[src/rtl/core/piecewise_cubic_evaluator_core_macros.svh]
// Assertion macros for the piecewise cubic evaluator core.
// Included by the top level; no other dependencies.
`ifndef PIECEWISE_CUBIC_EVALUATOR_CORE_MACROS_SVH
`define PIECEWISE_CUBIC_EVALUATOR_CORE_MACROS_SVH

`ifndef SYNTH

// Concurrent assertion, disabled while reset is asserted.
`define PCE_ASSERT(lbl, clk, rst_n, prop, msg) \
  lbl: assert property (@(posedge clk) disable iff (!rst_n) prop) else $error(msg);

// Concurrent assertion that is also checked during reset.
`define PCE_ASSERT_ALWAYS(lbl, clk, prop, msg) \
  lbl: assert property (@(posedge clk) prop) else $error(msg);

`else

`define PCE_ASSERT(lbl, clk, rst_n, prop, msg)
`define PCE_ASSERT_ALWAYS(lbl, clk, prop, msg)

`endif

`endif

[src/rtl/core/pce_pkg.sv]
// Shared types and constants of the piecewise cubic evaluator core.
// No dependencies.
package pce_pkg;

  localparam int unsigned DataW = 32;
  localparam int unsigned IdxW  = 5;
  localparam int unsigned CfgW  = 6;

  localparam logic OP_WRITE = 1'b0;
  localparam logic OP_EVAL  = 1'b1;

  // One segment entry as held in the segment memory.
  typedef struct packed {
    logic [DataW-1:0] knot;
    logic [DataW-1:0] cubic;
    logic [DataW-1:0] square;
    logic [DataW-1:0] linear;
    logic [DataW-1:0] constant;
  } seg_t;

  // Control of the shared multiply and accumulate unit.
  typedef struct packed {
    logic load;
    logic mul;
    logic acc;
  } mac_ctrl_t;

endpackage

[src/rtl/core/pce_mac.sv]
// Shared multiply and accumulate unit for the Horner stages.
// Depends on pce_pkg for the control struct and data width.
module pce_mac #(
  parameter int unsigned FRAC_BITS = 16
) (
  input  logic                               clk_i,
  input  pce_pkg::mac_ctrl_t                 ctrl_i,
  input  logic        [pce_pkg::DataW-1:0]   diff_i,
  input  logic signed [pce_pkg::DataW-1:0]   init_i,
  input  logic signed [pce_pkg::DataW-1:0]   coef_i,
  output logic signed [pce_pkg::DataW-1:0]   acc_o,
  output logic                               clip_o
);

  localparam int unsigned W = pce_pkg::DataW;

  logic signed [W-1:0]   acc_q;
  logic                  clip_q;
  logic signed [2*W-1:0] prod_q;
  logic signed [W:0]     diff_s;
  logic signed [2*W:0]   prod_full;
  logic signed [2*W-1:0] shifted;
  logic signed [2*W:0]   sum;
  logic                  no_ovf;
  logic signed [W-1:0]   sat_val;

  // The difference is unsigned, so it enters the multiplier with a zero sign bit.
  assign diff_s    = $signed({1'b0, diff_i});
  assign prod_full = diff_s * acc_q;

  // An arithmetic shift floors toward minus infinity.
  assign shifted = prod_q >>> FRAC_BITS;
  assign sum     = $signed({shifted[2*W-1], shifted}) + $signed({{(W+1){coef_i[W-1]}}, coef_i});
  assign no_ovf  = (&sum[2*W:W-1]) | ~(|sum[2*W:W-1]);

  always_comb begin
    if (no_ovf) begin
      sat_val = sum[W-1:0];
    end else if (sum[2*W]) begin
      sat_val = {1'b1, {(W-1){1'b0}}};
    end else begin
      sat_val = {1'b0, {(W-1){1'b1}}};
    end
  end

  always_ff @(posedge clk_i) begin
    if (ctrl_i.mul) begin
      prod_q <= prod_full[2*W-1:0];
    end
  end

  always_ff @(posedge clk_i) begin
    if (ctrl_i.load) begin
      acc_q  <= init_i;
      clip_q <= 1'b0;
    end else if (ctrl_i.acc) begin
      acc_q  <= sat_val;
      clip_q <= clip_q | ~no_ovf;
    end
  end

  assign acc_o  = acc_q;
  assign clip_o = clip_q;

endmodule

[config.mk]
export PLATFORM = sky130hd
export DESIGN_NAME = pce_mac
export DESIGN_NICKNAME = d
export VERILOG_FILES = /design/src/rtl/core/piecewise_cubic_evaluator_core_macros.svh /design/src/rtl/core/pce_pkg.sv /design/src/rtl/core/pce_mac.sv
export SDC_FILE = /design/constraint.sdc
export NUM_CORES = 2
export LEC_CHECK = 0
export BUFFER_PORTS_ARGS = -buffer_cell sky130_fd_sc_hd__buf_2
export CORE_MARGIN = 10
export CORE_UTILIZATION = 59
export CTS_BUF_LIST = sky130_fd_sc_hd__clkbuf_4
export DETAILED_ROUTE_END_ITERATION = 12
export PLACE_DENSITY = 0.83
export SYNTH_ARGS = -nofsm -noshare
export SYNTH_HDL_FRONTEND = slang
export SYNTH_SLANG_ARGS = --single-unit
[constraint.sdc]
create_clock -name clk_i -period 14.65 [get_ports clk_i]
set_input_delay 1.465 -clock clk_i [delete_from_list [all_inputs] [get_ports clk_i]]
set_output_delay 1.465 -clock clk_i [all_outputs]
set_load 0.02 [all_outputs]
Word level (Yosys, flattened, before mapping)
Index checks and enable logic that the tools add are counted.
{"block": "word_totals", "register_bits": 97}
{"block": "classes", "bitwise_logic": 4, "reduce_logical": 3, "n_addsub": 1, "multipliers": 1, "n_mux": 4}
{"op": "$mux 32", "count": 4}
{"op": "$mul 33x32->64", "count": 1}
{"op": "$add 48x32->49", "count": 1}
{"op": "$reduce_and 34->1", "count": 1}
{"op": "$reduce_or 34->1", "count": 1}
{"op": "$not 1->1", "count": 2}
{"op": "$or 1x1->1", "count": 2}
{"op": "$reduce_bool 2->1", "count": 1}

Logic depth before layout (Yosys ltp)
{"block": "logic_depth", "depth_word": 7, "ltp_mapped": 31, "mapped_depth_nobuf": 30}

Worst setup path after synthesis
OpenSTA, ideal clock, no wires.
{"block": "synth_timing", "path_kind": "input-to-reg", "startpoint": "in diff_i[16] (netlist bit)", "endpoint": "reg prod_q[60] (data pin)", "n_path_buf": 1, "path_stages": 29, "required_time_ns": 14.386, "slack_ns": 6.006, "setup_ns": 0.264, "t_arrival_ns": 8.381, "path_cell_list": "clkbuf_1 and2_1 fa_1 fa_1 inv_1 fa_1 fa_1 inv_1 fa_1 inv_1 fa_1 inv_1 fa_1 inv_1 fa_1 inv_1 ha_1 o21ai_0 a32oi_1 nand2_1 a31o_2 a2111oi_0 o21ai_0 a31oi_1 a2111oi_0 o41a_1 nor2b_1 a221oi_1 xnor2_1"}
{"block": "synth_between", "elab_chain_cells": 1}
{"item": "start, declared", "line_no": "pce_mac.sv:8", "text": "input logic [pce_pkg::DataW-1:0] diff_i,"}
{"item": "$mul 33x32->64", "line_no": "pce_mac.sv:29", "text": "assign prod_full = diff_s * acc_q;"}
{"item": "via prod_full[60]", "line_no": "pce_mac.sv:21", "text": "logic signed [2*W:0] prod_full;"}
{"item": "end signal, assigned", "line_no": "pce_mac.sv:48", "text": "prod_q <= prod_full[2*W-1:0];"}
{"item": "end, declared", "line_no": "pce_mac.sv:19", "text": "logic signed [2*W-1:0] prod_q;"}
The timed path passes the listed nets, and every way through them passes these cells.
A chain may end at the register's enable or synchronous reset.

Worst setup path in the final report
{"block": "layout_timing", "startpoint": "in diff_i[5] (netlist bit)", "endpoint": "reg prod_q[59] (data pin)"}
Same word-level chain as after synthesis.

==> flow_summary.json <==
{
  "cts_tree": "yes",
  "critPathMostFrequentCell": "fa_1",
  "clk_path_buf_depth": 2,
  "pin_count": 133,
  "hold_violations": 0,
  "min_delay_worst_endpoint": "clip_o",
  "seq_area_frac_synth_pct": 6.22,
  "netlist_area_sq_mm": 0.0390,
  "first_pass_iters": 7,
  "fillers": 5358,
  "crit_buf_inv": 4,
  "report.final.slew_viol_count": 0,
  "grt_max_degree": 49,
  "r2r_slack_ps": 5520,
  "drt-vias-per-instance": 5.81,
  "worstReg2RegEnd": "prod_q[59]",
  "syn_nets": 5513,
  "die_y_um": 277,
  "cpPeakStageDelay_ps": 630,
  "drt-wirelength-per-cell_um": 21.3,
  "place_hpwl_um": 85000,
  "gr-total-overflow": 0,
  "ctsHoldBuffers": 0,
  "drc": 0,
  "dpl.cell_count": 4985,
  "path_cells": "buf_2 > nand2_1 > fa_1 > inv_1 > fa_1 > inv_1 > fa_1 > inv_1 > fa_1 > fa_1 > fa_1 > fa_1 > fa_1 > ha_1 > and3_1 > nand2_1 > a311oi_1 > o21bai_1 > a21oi_1 > nand3b_1 > nand2_1 > o221ai_1 > nor3b_1 > a2111oi_0",
  "root_buffer": "clkbuf_4",
  "clock_latency_ps": 500,
  "relSlewSlack_pct": 20.8,
  "avgSynthCellArea_sq_um": 9.32,
  "worstPathMaxFanout": 32,
  "crit_family": "adder cells",
  "ys.flop_type": "edfxtp_1",
  "worstHoldStart": "clip_o",
  "start_util_pct": 59.4,
  "tns_ps": 0,
  "post-cts-setup-buffers": 0,
  "ys_async_sr_fraction_pct": 0,
  "met3_usage_pct": 5.55,
  "status": "complete, no violations",
  "worst_path_max_delay_cell": "buf_2",
  "ys_ff_latch": 81,
  "yosysWarnings": 0,
  "min_path_type": "flip-flop to flip-flop",
  "routed_wl_um": 107000,
  "grtUsageMet2_pct": 45.6,
  "regToRegStartpoint": "acc_o[7]",
  "route.vias.total": 29000,
  "synth_enable_flop_cells": 80,
  "clock_sinks": 81,
  "syn_to_final_growth_pct": 3.34,
  "die-area_sq_mm": 0.0767,
  "port_buffers": 132,
  "coreArea_sq_mm": 0.0656,
  "finalCritPeriodShare_pct": 64.1,
  "post-route-min-period_ps": 9400,
  "rsz0062_at_grt": "false",
  "drive_above_1_share_pct": 5.70,
  "std_cell_rows": 94,
  "path_clk_slew_ps": 160,
  "grt_pass1_vias": 31600,
  "critical_path_class": "input pin to flip-flop",
  "top_usage_layer": "met2",
  "drv_cap": 0,
  "synth_cells": 4181,
  "r2r_cells": 28,
  "critPathLaunchType": "input pin",
  "cp.required_ps": 14930,
  "detail-route-antenna-nets": 0,
  "min_path_cells": 1,
  "drtIter0Drc": 2498,
  "antenna_found_initial": 3,
  "cts_made_buffers": 9,
  "clock.fmax_mhz": 106,
  "synthDistinctLibCells": 70,
  "cp-end-kind": "flip-flop",
  "nets": 5464,
  "gp_congestion": 0.942,
  "grt_pass1_wl_um": 172000,
  "skew_ps": 25.3,
  "htree_levels": 3,
  "grt_usage_pct": 28.2,
  "met1_usage_pct": 36.5,
  "cts_resized": 0,
  "setup_viol_count_final": 0,
  "die_w_um": 277,
  "fin_cells": 5003,
  "critical_path_arrival_ps": 9680,
  "worst_pin_slew_ps": 1190
}
[how the worst max path moves through the flow]
stage	startpoint	to	depth (start not counted)
floorplan	diff_i[16]	prod_q[60]	29
global placement	diff_i[11]	prod_q[60]	29
detailed placement	diff_i[12]	prod_q[60]	29
CTS	diff_i[11]	prod_q[60]	29
global route	diff_i[12]	prod_q[59]	28
finish	diff_i[5]	prod_q[59]	24
[layout by cell type, fill, tap and decap left out, types with 4 or more instances in the layout]
cell type	n
a2bb2oi_2	30
a2111oi_0	4
a31oi_1	12
buf_4	39
a21o_1	44
o21ai_1	30
and3_1	18
o211ai_1	9
inv_1	876
nand3_1	13
buf_2	132
nor4_1	5
a211oi_1	16
o21a_1	12
nand2b_1	32
nor2b_1	16
a221oi_1	4
xnor2_1	61
o31ai_1	4
a21oi_1	107
o21ai_0	57
ha_1	335
and2_1	603
or2_2	7
o21bai_1	16
xor2_1	35
edfxtp_1	80
nand4_1	23
fa_1	897
nor2_1	75
nand2_1	467
nor3_1	15
clkbuf_4	10
[registers in the layout (all words and copies together), names as in the netlist]
signal and count:
clip_o 1, prod_q 48, acc_o 32
[per-layer routing]
layer / wire [um] / vias to the layer above
li1: - / 12500
met1: 40600 / 14700
met2: 50500 / 1583
met3: 10400 / 301
met4: 5020 / 0
met5: 0 / -
[Yosys cell counts, types with 13 or more instances]
library cell  instances  area share (%)
nand4_1              23            0.37
a21oi_1             107             1.4
o21ai_1              30            0.39
o21ai_0              57            0.73
and3_1               18            0.29
nor2b_1              16            0.26
xnor2_1              61             1.4
nor2_1               75            0.72
and2_1              603             9.7
clkbuf_1            209             2.0
xor2_1               35            0.79
a2bb2oi_2            30             1.2
fa_1                897              46
a21o_1               44            0.85
nand3_1              13            0.17
edfxtp_1             80             6.2
nor3_1               15            0.19
ha_1                335              11
o21bai_1             16            0.31
a211oi_1             16            0.31
nand2b_1             32            0.51
inv_1               876             8.4
nand2_1             467             4.5
[per-stage QoR]
step           util, %  hold WS, ps  worst slack (ps)  cell area (sq um)
2_1_floorplan        -          593              6010              39000
4_1_cts           61.4          483              5330              40300
3_3_place_gp      61.1          442              4860              40100
5_1_grt           61.4          525              4690              40300
3_5_place_dp      61.1          450              4810              40100
6_report          61.4          484              5250              40300
[cell type report]
class | count | area, sq um | area share, %
clock buffer | 10 | 75.1 | 0.186
timing repair buffer | 171 | 953 | 2.37
inverter | 877 | 3290 | 8.17
clock inverter | 6 | 115 | 0.286
antenna | 2 | 5.00 | 0.0124
tap | 864 | 1080 | 2.68
multi-input combinational | 2992 | 32300 | 80.3
sequential | 81 | 2420 | 6.01
[kinds of logic (layout without fill, tap and decap cells)]
family	Yosys count	in the layout	synth area share, %
other	0	2	0
XOR/XNOR	96	96	2.16
AO/OA/AOI/OAI	373	373	6.66
AND/OR/NAND/NOR	1289	1289	17.3
multiplexers	2	2	0.0514
flip-flops	81	81	6.22
buffers and inverters	1108	1064	10.8
adder cells (fa/ha/maj)	1232	1232	56.8
Power is left out: the tool's default activity adds up to more than one toggle a clock period on the data nets, which glitch-free logic cannot reach.
